<file path="config.mk">
export PLATFORM = sky130hd
export DESIGN_NAME = cube_face_coordinate_wrap_flat
export DESIGN_NICKNAME = d
export VERILOG_FILES = /design/src/rtl/cfcw_pkg.sv /design/src/rtl/cfcw_if.sv /design/src/rtl/cfcw_div_pipe.sv /design/src/rtl/cube_face_coordinate_wrap.sv /design/src/flat_wrapper.sv
export SDC_FILE = /design/constraint.sdc
export NUM_CORES = 2
export LEC_CHECK = 0
export BUFFER_PORTS_ARGS = -buffer_cell sky130_fd_sc_hd__buf_4
export CORE_MARGIN = 5
export CORE_UTILIZATION = 55
export CTS_CLUSTER_DIAMETER = 120
export CTS_CLUSTER_SIZE = 40
export DETAILED_ROUTE_END_ITERATION = 8
export GPL_ROUTABILITY_DRIVEN = 0
export PLACE_DENSITY_LB_ADDON = 0.08
export SLEW_MARGIN = 20
export SYNTH_ARGS = -nofsm -noshare
export SYNTH_HDL_FRONTEND = slang
export SYNTH_SLANG_ARGS = --single-unit
</file>
<file path="constraint.sdc">
create_clock -name i_clk -period 36.2 [get_ports i_clk]
set_input_delay 10.86 -clock i_clk [delete_from_list [all_inputs] [get_ports i_clk]]
set_output_delay 10.86 -clock i_clk [all_outputs]
set_load 0.1 [all_outputs]
</file>
<file path="src/rtl/cfcw_pkg.sv">
// Types, face tables and constants shared by the cube face wrap block.
package cfcw_pkg;

    typedef logic [2:0] t_face;
    typedef logic [1:0] t_turn;

    localparam int    NUM_FACES = 6;
    localparam int    NUM_CROSS = 4;
    localparam t_face LAST_FACE = 3'd5;

    localparam t_turn TURN_0 = 2'd0;
    localparam t_turn TURN_1 = 2'd1;
    localparam t_turn TURN_2 = 2'd2;
    localparam t_turn TURN_3 = 2'd3;

    // indexed [start face][crossings mod 4]
    localparam t_face HORIZ_FACE [NUM_FACES][NUM_CROSS] = '{
        '{3'd0, 3'd1, 3'd2, 3'd3}, '{3'd1, 3'd2, 3'd3, 3'd0}, '{3'd2, 3'd3, 3'd0, 3'd1},
        '{3'd3, 3'd0, 3'd1, 3'd2}, '{3'd4, 3'd1, 3'd5, 3'd3}, '{3'd5, 3'd1, 3'd4, 3'd3}
    };
    localparam t_turn HORIZ_TURN [NUM_FACES][NUM_CROSS] = '{
        '{2'd0, 2'd0, 2'd0, 2'd0}, '{2'd0, 2'd0, 2'd0, 2'd0}, '{2'd0, 2'd0, 2'd0, 2'd0},
        '{2'd0, 2'd0, 2'd0, 2'd0}, '{2'd0, 2'd3, 2'd2, 2'd1}, '{2'd0, 2'd1, 2'd2, 2'd3}
    };
    localparam t_face VERT_FACE [NUM_FACES][NUM_CROSS] = '{
        '{3'd0, 3'd4, 3'd2, 3'd5}, '{3'd1, 3'd4, 3'd3, 3'd5}, '{3'd2, 3'd4, 3'd0, 3'd5},
        '{3'd3, 3'd4, 3'd1, 3'd5}, '{3'd4, 3'd2, 3'd5, 3'd0}, '{3'd5, 3'd0, 3'd4, 3'd2}
    };
    localparam t_turn VERT_TURN [NUM_FACES][NUM_CROSS] = '{
        '{2'd0, 2'd0, 2'd2, 2'd0}, '{2'd0, 2'd1, 2'd2, 2'd3}, '{2'd0, 2'd2, 2'd2, 2'd2},
        '{2'd0, 2'd3, 2'd2, 2'd1}, '{2'd0, 2'd2, 2'd0, 2'd0}, '{2'd0, 2'd0, 2'd0, 2'd2}
    };

    // sideband carried through the divider
    typedef struct packed {
        t_face face;
        logic  bad;
        logic  neg_x;
        logic  neg_y;
    } t_side;

endpackage

</file>
<file path="src/rtl/cfcw_if.sv">
// Request and result channel interfaces of the cube face wrap block.
interface cfcw_in_if import cfcw_pkg::*; #(
    parameter int COORD_BITS = 16
) ();
    logic                         valid;
    logic                         ready;
    t_face                        in_face;
    logic signed [COORD_BITS-1:0] in_x;
    logic signed [COORD_BITS-1:0] in_y;

    modport source (output valid, in_face, in_x, in_y, input ready);
    modport sink   (input valid, in_face, in_x, in_y, output ready);
endinterface

interface cfcw_out_if import cfcw_pkg::*; #(
    parameter int EDGE_BITS = 12
) ();
    logic                 valid;
    logic                 ready;
    t_face                out_face;
    logic [EDGE_BITS-1:0] out_x;
    logic [EDGE_BITS-1:0] out_y;
    logic                 bad_face;

    modport source (output valid, out_face, out_x, out_y, bad_face, input ready);
    modport sink   (input valid, out_face, out_x, out_y, bad_face, output ready);
endinterface

</file>
<file path="src/rtl/cfcw_div_pipe.sv">
// Pipelined restoring divider: x and y magnitudes by the edge size, one bit per stage.
module cfcw_div_pipe import cfcw_pkg::*; #(
    parameter int COORD_BITS = 16,
    parameter int EDGE_BITS  = 12
) (
    input  logic                  i_clk,
    input  logic                  i_rst_n,
    input  logic                  i_en,
    input  logic                  i_vld,
    input  t_side                 i_side,
    input  logic [COORD_BITS-1:0] i_mag_x,
    input  logic [COORD_BITS-1:0] i_mag_y,
    input  logic [EDGE_BITS:0]    i_edge,
    output logic                  o_vld,
    output t_side                 o_side,
    output logic [EDGE_BITS:0]    o_rem_x,
    output logic [EDGE_BITS:0]    o_rem_y,
    output logic [1:0]            o_q_x,
    output logic [1:0]            o_q_y
);

    localparam int EDGE_W = EDGE_BITS + 1;
    localparam int STAGES = COORD_BITS;

    logic [COORD_BITS-1:0] r_mag  [STAGES][2];
    logic [EDGE_W-1:0]     r_rem  [STAGES][2];
    logic [1:0]            r_q    [STAGES][2];
    t_side                 r_side [STAGES];
    logic [STAGES-1:0]     r_vld;

    logic [COORD_BITS-1:0] w_mag  [STAGES][2];
    logic [EDGE_W-1:0]     w_rem  [STAGES][2];
    logic [1:0]            w_q    [STAGES][2];
    t_side                 w_side [STAGES];
    logic [STAGES-1:0]     w_vld;

    logic [EDGE_W-1:0]     n_rem  [STAGES][2];
    logic [1:0]            n_q    [STAGES][2];

    assign w_mag[0][0] = i_mag_x;
    assign w_mag[0][1] = i_mag_y;
    assign w_rem[0][0] = '0;
    assign w_rem[0][1] = '0;
    assign w_q[0][0]   = '0;
    assign w_q[0][1]   = '0;
    assign w_side[0]   = i_side;
    assign w_vld[0]    = i_vld;

    genvar k;
    generate
        for (k = 1; k < STAGES; k++) begin : g_link
            assign w_mag[k][0] = r_mag[k-1][0];
            assign w_mag[k][1] = r_mag[k-1][1];
            assign w_rem[k][0] = r_rem[k-1][0];
            assign w_rem[k][1] = r_rem[k-1][1];
            assign w_q[k][0]   = r_q[k-1][0];
            assign w_q[k][1]   = r_q[k-1][1];
            assign w_side[k]   = r_side[k-1];
            assign w_vld[k]    = r_vld[k-1];
        end
    endgenerate

    // one compare-subtract per stage and lane; only the two low quotient bits are kept
    always_comb begin
        logic [EDGE_W:0] w_t;
        logic            w_ge;
        for (int s = 0; s < STAGES; s++) begin
            for (int j = 0; j < 2; j++) begin
                w_t  = {w_rem[s][j], w_mag[s][j][COORD_BITS-1-s]};
                w_ge = (w_t >= {1'b0, i_edge});
                n_rem[s][j] = w_ge ? EDGE_W'(w_t - {1'b0, i_edge}) : w_t[EDGE_W-1:0];
                n_q[s][j]   = {w_q[s][j][0], w_ge};
            end
        end
    end

    always_ff @(posedge i_clk) begin
        if (!i_rst_n) begin
            r_vld <= '0;
        end else if (i_en) begin
            r_vld <= w_vld;
        end
    end

    always_ff @(posedge i_clk) begin
        if (i_en) begin
            for (int s = 0; s < STAGES; s++) begin
                r_side[s] <= w_side[s];
                for (int j = 0; j < 2; j++) begin
                    r_mag[s][j] <= w_mag[s][j];
                    r_rem[s][j] <= n_rem[s][j];
                    r_q[s][j]   <= n_q[s][j];
                end
            end
        end
    end

    assign o_vld   = r_vld[STAGES-1];
    assign o_side  = r_side[STAGES-1];
    assign o_rem_x = r_rem[STAGES-1][0];
    assign o_rem_y = r_rem[STAGES-1][1];
    assign o_q_x   = r_q[STAGES-1][0];
    assign o_q_y   = r_q[STAGES-1][1];

endmodule

</file>
<file path="src/rtl/cube_face_coordinate_wrap.sv">
// Top level: maps an off-face cell position to its face and local coordinates.
// Throughput: one word per cycle while the skid stage is empty; one restoring
// divider stage per coordinate bit. A two-entry output register and skid stage
// decouple the result side. Reset clears all valid bits and loads an edge size
// of 16, capped at 2^EDGE_BITS; no clearing pass.
module cube_face_coordinate_wrap import cfcw_pkg::*; #(
    parameter int COORD_BITS = 16,
    parameter int EDGE_BITS  = 12
) (
    input  logic               i_clk,
    input  logic               i_rst_n,
    input  logic               i_cfg_we,
    input  logic [EDGE_BITS:0] i_cfg_data,
    cfcw_in_if.sink            i_in,
    cfcw_out_if.source         o_out
);

    localparam int EDGE_W   = EDGE_BITS + 1;
    localparam int EDGE_MAX = 2 ** EDGE_BITS;
    localparam int EDGE_RST = (16 > EDGE_MAX) ? EDGE_MAX : 16;

    typedef struct packed {
        t_face                face;
        t_turn                turn;
        logic [EDGE_BITS-1:0] rx;
        logic [EDGE_BITS-1:0] ry;
        logic                 bad;
    } t_f1;

    typedef struct packed {
        t_face                face;
        logic [EDGE_BITS-1:0] x;
        logic [EDGE_BITS-1:0] y;
        logic                 bad;
    } t_result;

    // edge size, stored already clamped to 1..2^EDGE_BITS
    logic [EDGE_W-1:0]    r_edge;
    logic [EDGE_BITS-1:0] r_mlast;
    logic [EDGE_W-1:0]    n_edge;

    always_comb begin
        if (i_cfg_data == '0) begin
            n_edge = EDGE_W'(1);
        end else if (i_cfg_data > EDGE_W'(EDGE_MAX)) begin
            n_edge = EDGE_W'(EDGE_MAX);
        end else begin
            n_edge = i_cfg_data;
        end
    end

    always_ff @(posedge i_clk) begin
        if (!i_rst_n) begin
            r_edge  <= EDGE_W'(EDGE_RST);
            r_mlast <= EDGE_BITS'(EDGE_RST - 1);
        end else if (i_cfg_we) begin
            r_edge  <= n_edge;
            r_mlast <= EDGE_BITS'(n_edge - EDGE_W'(1));
        end
    end

    logic w_en;
    logic r_skid_vld;
    logic r_out_vld;

    assign w_en       = !r_skid_vld;
    assign i_in.ready = w_en;

    // input stage: sign split and magnitudes
    logic                  r_s0_vld;
    t_side                 r_s0_side;
    logic [COORD_BITS-1:0] r_s0_mag_x;
    logic [COORD_BITS-1:0] r_s0_mag_y;
    t_side                 n_s0_side;
    logic [COORD_BITS-1:0] n_s0_mag_x;
    logic [COORD_BITS-1:0] n_s0_mag_y;

    always_comb begin
        n_s0_side.face  = i_in.in_face;
        n_s0_side.bad   = (i_in.in_face > LAST_FACE);
        n_s0_side.neg_x = i_in.in_x[COORD_BITS-1];
        n_s0_side.neg_y = i_in.in_y[COORD_BITS-1];
        n_s0_mag_x = n_s0_side.neg_x ? COORD_BITS'(~i_in.in_x + 1'b1) : COORD_BITS'(i_in.in_x);
        n_s0_mag_y = n_s0_side.neg_y ? COORD_BITS'(~i_in.in_y + 1'b1) : COORD_BITS'(i_in.in_y);
    end

    always_ff @(posedge i_clk) begin
        if (!i_rst_n) begin
            r_s0_vld <= 1'b0;
        end else if (w_en) begin
            r_s0_vld <= i_in.valid;
        end
    end

    always_ff @(posedge i_clk) begin
        if (w_en) begin
            r_s0_side  <= n_s0_side;
            r_s0_mag_x <= n_s0_mag_x;
            r_s0_mag_y <= n_s0_mag_y;
        end
    end

    logic              w_dv_vld;
    t_side             w_dv_side;
    logic [EDGE_W-1:0] w_rem_x;
    logic [EDGE_W-1:0] w_rem_y;
    logic [1:0]        w_q_x;
    logic [1:0]        w_q_y;

    cfcw_div_pipe #(
        .COORD_BITS (COORD_BITS),
        .EDGE_BITS  (EDGE_BITS)
    ) u_div (
        .i_clk   (i_clk),
        .i_rst_n (i_rst_n),
        .i_en    (w_en),
        .i_vld   (r_s0_vld),
        .i_side  (r_s0_side),
        .i_mag_x (r_s0_mag_x),
        .i_mag_y (r_s0_mag_y),
        .i_edge  (r_edge),
        .o_vld   (w_dv_vld),
        .o_side  (w_dv_side),
        .o_rem_x (w_rem_x),
        .o_rem_y (w_rem_y),
        .o_q_x   (w_q_x),
        .o_q_y   (w_q_y)
    );

    // floor correction for negative inputs, then table lookup
    logic  r_f1_vld;
    t_f1   r_f1;
    t_f1   n_f1;

    always_comb begin
        logic  nz_x;
        logic  nz_y;
        t_turn h;
        t_turn v;
        t_face fidx;
        t_face hface;
        nz_x = (w_rem_x != '0);
        nz_y = (w_rem_y != '0);
        if (w_dv_side.neg_x) begin
            h = nz_x ? ~w_q_x : 2'(~w_q_x + 2'd1);
        end else begin
            h = w_q_x;
        end
        if (w_dv_side.neg_y) begin
            v = nz_y ? ~w_q_y : 2'(~w_q_y + 2'd1);
        end else begin
            v = w_q_y;
        end
        n_f1.rx = (w_dv_side.neg_x && nz_x) ? EDGE_BITS'(r_edge - w_rem_x)
                                             : EDGE_BITS'(w_rem_x);
        n_f1.ry = (w_dv_side.neg_y && nz_y) ? EDGE_BITS'(r_edge - w_rem_y)
                                             : EDGE_BITS'(w_rem_y);
        fidx      = w_dv_side.bad ? t_face'(0) : w_dv_side.face;
        hface     = HORIZ_FACE[fidx][h];
        n_f1.face = VERT_FACE[hface][v];
        n_f1.turn = t_turn'(HORIZ_TURN[fidx][h] + VERT_TURN[fidx][v]);
        n_f1.bad  = w_dv_side.bad;
    end

    always_ff @(posedge i_clk) begin
        if (!i_rst_n) begin
            r_f1_vld <= 1'b0;
        end else if (w_en) begin
            r_f1_vld <= w_dv_vld;
        end
    end

    always_ff @(posedge i_clk) begin
        if (w_en) begin
            r_f1 <= n_f1;
        end
    end

    // quarter-turn rotation about the face center
    t_result n_res;

    always_comb begin
        logic [EDGE_BITS-1:0] mx;
        logic [EDGE_BITS-1:0] my;
        mx = r_mlast - r_f1.rx;
        my = r_mlast - r_f1.ry;
        n_res.face = r_f1.face;
        n_res.bad  = r_f1.bad;
        case (r_f1.turn)
            TURN_1: begin
                n_res.x = my;
                n_res.y = r_f1.rx;
            end
            TURN_2: begin
                n_res.x = mx;
                n_res.y = my;
            end
            TURN_3: begin
                n_res.x = r_f1.ry;
                n_res.y = mx;
            end
            default: begin
                n_res.x = r_f1.rx;
                n_res.y = r_f1.ry;
            end
        endcase
        if (r_f1.bad) begin
            n_res.face = '0;
            n_res.x    = '0;
            n_res.y    = '0;
        end
    end

    // output register with skid stage
    t_result r_out;
    t_result r_skid;

    always_ff @(posedge i_clk) begin
        if (!i_rst_n) begin
            r_out_vld  <= 1'b0;
            r_skid_vld <= 1'b0;
        end else if (o_out.ready || !r_out_vld) begin
            if (r_skid_vld) begin
                r_out_vld  <= 1'b1;
                r_skid_vld <= 1'b0;
            end else begin
                r_out_vld <= r_f1_vld;
            end
        end else if (r_f1_vld && w_en) begin
            r_skid_vld <= 1'b1;
        end
    end

    always_ff @(posedge i_clk) begin
        if (o_out.ready || !r_out_vld) begin
            r_out <= r_skid_vld ? r_skid : n_res;
        end else if (w_en) begin
            r_skid <= n_res;
        end
    end

    assign o_out.valid    = r_out_vld;
    assign o_out.out_face = r_out.face;
    assign o_out.out_x    = r_out.x;
    assign o_out.out_y    = r_out.y;
    assign o_out.bad_face = r_out.bad;

    a_skid_needs_out: assert property (@(posedge i_clk) disable iff (!i_rst_n)
        r_skid_vld |-> r_out_vld)
        else $error("skid word held with empty output register");

    a_accept_enters: assert property (@(posedge i_clk) disable iff (!i_rst_n)
        i_in.valid && i_in.ready |=> r_s0_vld)
        else $error("accepted word missing from input stage");

    a_bad_zero: assert property (@(posedge i_clk) disable iff (!i_rst_n)
        o_out.valid && o_out.bad_face |->
            o_out.out_face == '0 && o_out.out_x == '0 && o_out.out_y == '0)
        else $error("bad face word carries nonzero fields");

    a_face_range: assert property (@(posedge i_clk) disable iff (!i_rst_n)
        o_out.valid && !o_out.bad_face |-> o_out.out_face <= LAST_FACE)
        else $error("destination face out of range");

    a_local_range: assert property (@(posedge i_clk) disable iff (!i_rst_n)
        o_out.valid && !o_out.bad_face |->
            {1'b0, o_out.out_x} < r_edge && {1'b0, o_out.out_y} < r_edge)
        else $error("local coordinate beyond edge");

endmodule

</file>
<file path="src/flat_wrapper.sv">
// flat-port wrapper written by rule: the top's interface ports become plain ports
module cube_face_coordinate_wrap_flat import cfcw_pkg::*;
#(
    parameter int COORD_BITS = 16,
    parameter int EDGE_BITS  = 12
)
  (i_clk, i_rst_n, i_cfg_we, i_cfg_data, i_in_valid, i_in_in_face, i_in_in_x, i_in_in_y, i_in_ready, o_out_valid, o_out_out_face, o_out_out_x, o_out_out_y, o_out_bad_face, o_out_ready);
  cfcw_in_if #(.COORD_BITS(COORD_BITS)) i_in_i ();
  cfcw_out_if #(.EDGE_BITS(EDGE_BITS)) o_out_i ();
  input  logic i_clk;
  input  logic i_rst_n;
  input  logic i_cfg_we;
  input  logic [EDGE_BITS:0] i_cfg_data;
  input wire logic [$bits(i_in_i.valid)-1:0] i_in_valid;
  input wire logic [$bits(i_in_i.in_face)-1:0] i_in_in_face;
  input wire logic [$bits(i_in_i.in_x)-1:0] i_in_in_x;
  input wire logic [$bits(i_in_i.in_y)-1:0] i_in_in_y;
  output wire logic [$bits(i_in_i.ready)-1:0] i_in_ready;
  output wire logic [$bits(o_out_i.valid)-1:0] o_out_valid;
  output wire logic [$bits(o_out_i.out_face)-1:0] o_out_out_face;
  output wire logic [$bits(o_out_i.out_x)-1:0] o_out_out_x;
  output wire logic [$bits(o_out_i.out_y)-1:0] o_out_out_y;
  output wire logic [$bits(o_out_i.bad_face)-1:0] o_out_bad_face;
  input wire logic [$bits(o_out_i.ready)-1:0] o_out_ready;
  assign i_in_i.valid = i_in_valid;
  assign i_in_i.in_face = i_in_in_face;
  assign i_in_i.in_x = i_in_in_x;
  assign i_in_i.in_y = i_in_in_y;
  assign i_in_ready = i_in_i.ready;
  assign o_out_valid = o_out_i.valid;
  assign o_out_out_face = o_out_i.out_face;
  assign o_out_out_x = o_out_i.out_x;
  assign o_out_out_y = o_out_i.out_y;
  assign o_out_bad_face = o_out_i.bad_face;
  assign o_out_i.ready = o_out_ready;
  cube_face_coordinate_wrap #(.COORD_BITS(COORD_BITS), .EDGE_BITS(EDGE_BITS)) u_core (.i_clk(i_clk), .i_rst_n(i_rst_n), .i_cfg_we(i_cfg_we), .i_cfg_data(i_cfg_data), .i_in(i_in_i), .o_out(o_out_i));
endmodule
</file>
==> results.yml <==
status:
  run_status: "finished, final reports clean"
run:
  cap_violations: 0
timing:
  finalSetupViolations: 0
  holdWs_ns: 0.4237
  max_clock_freq_ghz: 0.07876
  slew_headroom: 0.3059
  grt_setup_unrepaired: "false"
  total_negative_setup_slacks_ns: 0
  hold_violation_count_in_the_final_report: 0
  drv_slew: 0
  layout_min_cycle_time_ns: 12.70
  worst-slew-pin-transition_ns: 1.041
  finalCritPeriodShare: 0.3507
  fin_skew_ns: 0.03010
drt:
  route.final.wire_length_um: 113100
  ant_nets: 0
  avgRoutedWirePerCell_um: 18.73
  detail_route.first_pass.iterations: 5
  route.detailed.vias_per_inst: 5.800
  drt_iter0_markers: 2576
  num_vias: 35038
  drt_drc_violations_left: 0
floorplan:
  core_box_area_mm2: 0.09671
  num_rows: 114
  initial_core_util: 0.5547
  dieWidth_um: 322.3
  die-height_um: 322.3
  io-pin-count: 83
  die_footprint_mm2: 0.1039
clocking:
  cts_made_buffers: 34
  clock-root-buffer: "sky130_fd_sc_hd__clkbuf_16"
  post_cts.resized_instances: 0
  cts_tree: "built"
  htreeDepth: 2
  clock_insertion_delay_worst_skew_ns: 0.63
  cts.clk_slew.worst_paths_ns: 0.14
  clockBufferDepth: 3
  ctsHoldBuffers: 0
  post_cts_buffers: 0
  clkSinkCount: 927
global_route:
  maximum_number_of_pins_on_one_net_before_global_route_repair: 97
  grt_antenna_before_repair: 0
  global_route.usage.total: 0.2137
  grt_pass1_wl_um: 179700
  first_global_vias: 33601
  grt_overflow: 0
final_layout:
  antennaDiodeCount: 0
  syn2layout_area_growth_pct: 6.485
  post_route_cells_drive_above_1_share: 0.08961
  finalNetCount: 5280
synthesis:
  synth_cells: 4667
  synthDominantAreaCellType: "sky130_fd_sc_hd__edfxtp_1"
  netlist_top_cells_count: "sky130_fd_sc_hd__edfxtp_1 (882), sky130_fd_sc_hd__ha_1 (447), sky130_fd_sc_hd__o21ai_0 (382), sky130_fd_sc_hd__nand2_1 (378), sky130_fd_sc_hd__a21oi_1 (292)"
  yosys_warnings: 0
  seq_area_frac_synth: 0.5106
  ys_ff_latch: 927
  asyncSetResetFlopFracSynth: 0
  post_synth_design_cell_area_mm2: 0.05364
  ys_types: 80
  synthMostInstantiatedCell: "sky130_fd_sc_hd__edfxtp_1"
  synth.avg_cell_area_um2: 11.49
  synth_enable_flop_cells: 882
  synth_largest_type_area_fraction: 0.4938
  synth_nets: 5201
  synth.area.top_cells: "sky130_fd_sc_hd__edfxtp_1 (49%), sky130_fd_sc_hd__ha_1 (10%), sky130_fd_sc_hd__xnor2_1 (3.6%), sky130_fd_sc_hd__o21ai_0 (3.6%), sky130_fd_sc_hd__mux2_2 (2.9%)"
  synth_top_flop_cell: "sky130_fd_sc_hd__edfxtp_1"
placed_design:
  place_hpwl_um: 79780
  io_buffer_count: 82
setup_path:
  criticalPathCategory: "in2reg"
  timing.critical_path.fanout_max: 9
  critical_path_arrival_ns: 13.21
  worst-endpoint-required_ns: 36.72
  critPathCaptureType: "register"
  critPathLaunchType: "input pin"
pwr:
  power_leakage_nw: 22.47
  power.density_cell_area_mw_per_mm2: 89.18
  design_power_total_mw: 5.094
  ir_drop_uv: 44.88
worst_hold_path:
  hold_path_class: "reg2reg"
-- power breakdown --
part	internal (mW)	total, mW	switching, mW	leakage (nW)
Sequential	1.67	1.86	0.189	9.83
Combinational	1.20	2.69	1.49	12.1
Clock	0.203	0.550	0.347	0.573
-- area by class of cell --
cell class	count	area (µm²)
fill	7953	39590
sequential	927	27390
multi-input combinational	3398	24950
tap	1276	1597
timing repair buffer	141	1062
inverter	244	923.4
clock buffer	35	875.8
clock inverter	20	319.1
-- state kept, by name, indices dropped and copies added (netlist names) --
register / cells
u_core.o_out.out_face: 3
u_core.o_out.bad_face: 1
u_core.n_res: 1
u_core.r_f1: 29
u_core.r_s0_side: 6
u_core.r_skid_vld: 1
u_core.r_f1_vld: 1
u_core.o_out.out_y: 12
u_core.r_s0_mag_x: 16
u_core.r_edge: 13
u_core.u_div.r_vld: 16
u_core.o_out.out_x: 12
u_core.u_div.r_rem: 416
u_core.u_div.r_mag: 240
u_core.u_div.r_side: 96
u_core.o_out.valid: 1
u_core.u_div.r_q: 6
u_core.r_s0_mag_y: 16
u_core.r_mlast: 12
u_core.r_skid: 28
u_core.r_s0_vld: 1
-- routing by layer --
layer | global-route usage | share of wire
met1 | 0.2989 | 0.46
met2 | 0.3593 | 0.47
met3 | 0.02347 | 0.039
met4 | 0.05765 | 0.028
met5 | 0 | 0
-- logic make-up (layout without fill, tap and decap cells) --
logic type,after synthesis,after routing,synth area share
DFF,927,927,0.5106
xor gates and xnor gates,340,340,0.05552
AOI/OAI and AO/OA,1187,1187,0.1385
adders and majority gates,481,481,0.1170
buffers and inverters,342,440,0.02454
and+or+nand+nor,1166,1166,0.1047
muxes,224,224,0.04924
-- per-stage QoR --
stage | std cells | worst slack, ns | cell area, µm² | utilization
floorplan | 4667 | 8.310 | 53640 | -
global placement | 5986 | 22.90 | 55920 | 0.5782
detailed placement | 5986 | 22.86 | 55920 | 0.5782
CTS | 6041 | 23.51 | 57110 | 0.5906
global route | 6041 | 23.31 | 57120 | 0.5906
finish | 6041 | 23.50 | 57120 | 0.5906
-- final timing paths --
path,start,endpoint,slack (ns),depth (start not counted)
setup / recovery,i_cfg_data[6],u_core.r_mlast[2],23.50,10
hold / removal,u_core.u_div.r_side[1][38],u_core.u_div.r_side[1][44],0.42,0
setup reg to reg,u_core.r_skid_vld,u_core.u_div.r_rem[0][29],31.18,6
hold reg to reg,u_core.u_div.r_side[1][38],u_core.u_div.r_side[1][44],0.42,0
-- worst max-delay path, cell delays in order --
cell and delay, ns:
sky130_fd_sc_hd__buf_4 0.13, sky130_fd_sc_hd__nor4_1 0.74, sky130_fd_sc_hd__nand2b_1 0.30, sky130_fd_sc_hd__nor3b_1 0.24
sky130_fd_sc_hd__o21ai_0 0.15, sky130_fd_sc_hd__ha_1 0.36, sky130_fd_sc_hd__xnor2_1 0.21, sky130_fd_sc_hd__nand2_1 0.07
sky130_fd_sc_hd__o21ai_0 0.08, sky130_fd_sc_hd__nand2_1 0.06
-- placed cells by master, fill, tap and decap left out, types with 32 or more instances in the layout --
| cell | n |
|---|---|
| sky130_fd_sc_hd__inv_1 | 231 |
| sky130_fd_sc_hd__ha_1 | 447 |
| sky130_fd_sc_hd__mux2_2 | 137 |
| sky130_fd_sc_hd__a211oi_1 | 37 |
| sky130_fd_sc_hd__o31ai_1 | 56 |
| sky130_fd_sc_hd__fa_1 | 34 |
| sky130_fd_sc_hd__nor2b_1 | 125 |
| sky130_fd_sc_hd__edfxtp_1 | 882 |
| sky130_fd_sc_hd__o21a_1 | 56 |
| sky130_fd_sc_hd__buf_4 | 140 |
| sky130_fd_sc_hd__mux2i_1 | 64 |
| sky130_fd_sc_hd__nand4_1 | 73 |
| sky130_fd_sc_hd__a21o_1 | 121 |
| sky130_fd_sc_hd__nor4_1 | 32 |
| sky130_fd_sc_hd__nand2b_1 | 56 |
| sky130_fd_sc_hd__clkbuf_16 | 35 |
| sky130_fd_sc_hd__a21oi_1 | 291 |
| sky130_fd_sc_hd__o21bai_1 | 37 |
| sky130_fd_sc_hd__dfxtp_1 | 42 |
| sky130_fd_sc_hd__nand2_1 | 378 |
| sky130_fd_sc_hd__xor2_1 | 120 |
| sky130_fd_sc_hd__o21ai_0 | 382 |
| sky130_fd_sc_hd__nor3_1 | 69 |
| sky130_fd_sc_hd__xnor2_1 | 220 |
| sky130_fd_sc_hd__or3_1 | 34 |
| sky130_fd_sc_hd__nand3_1 | 50 |
| sky130_fd_sc_hd__nor2_1 | 270 |
Note: power is estimated with default switching activity, not from simulation.
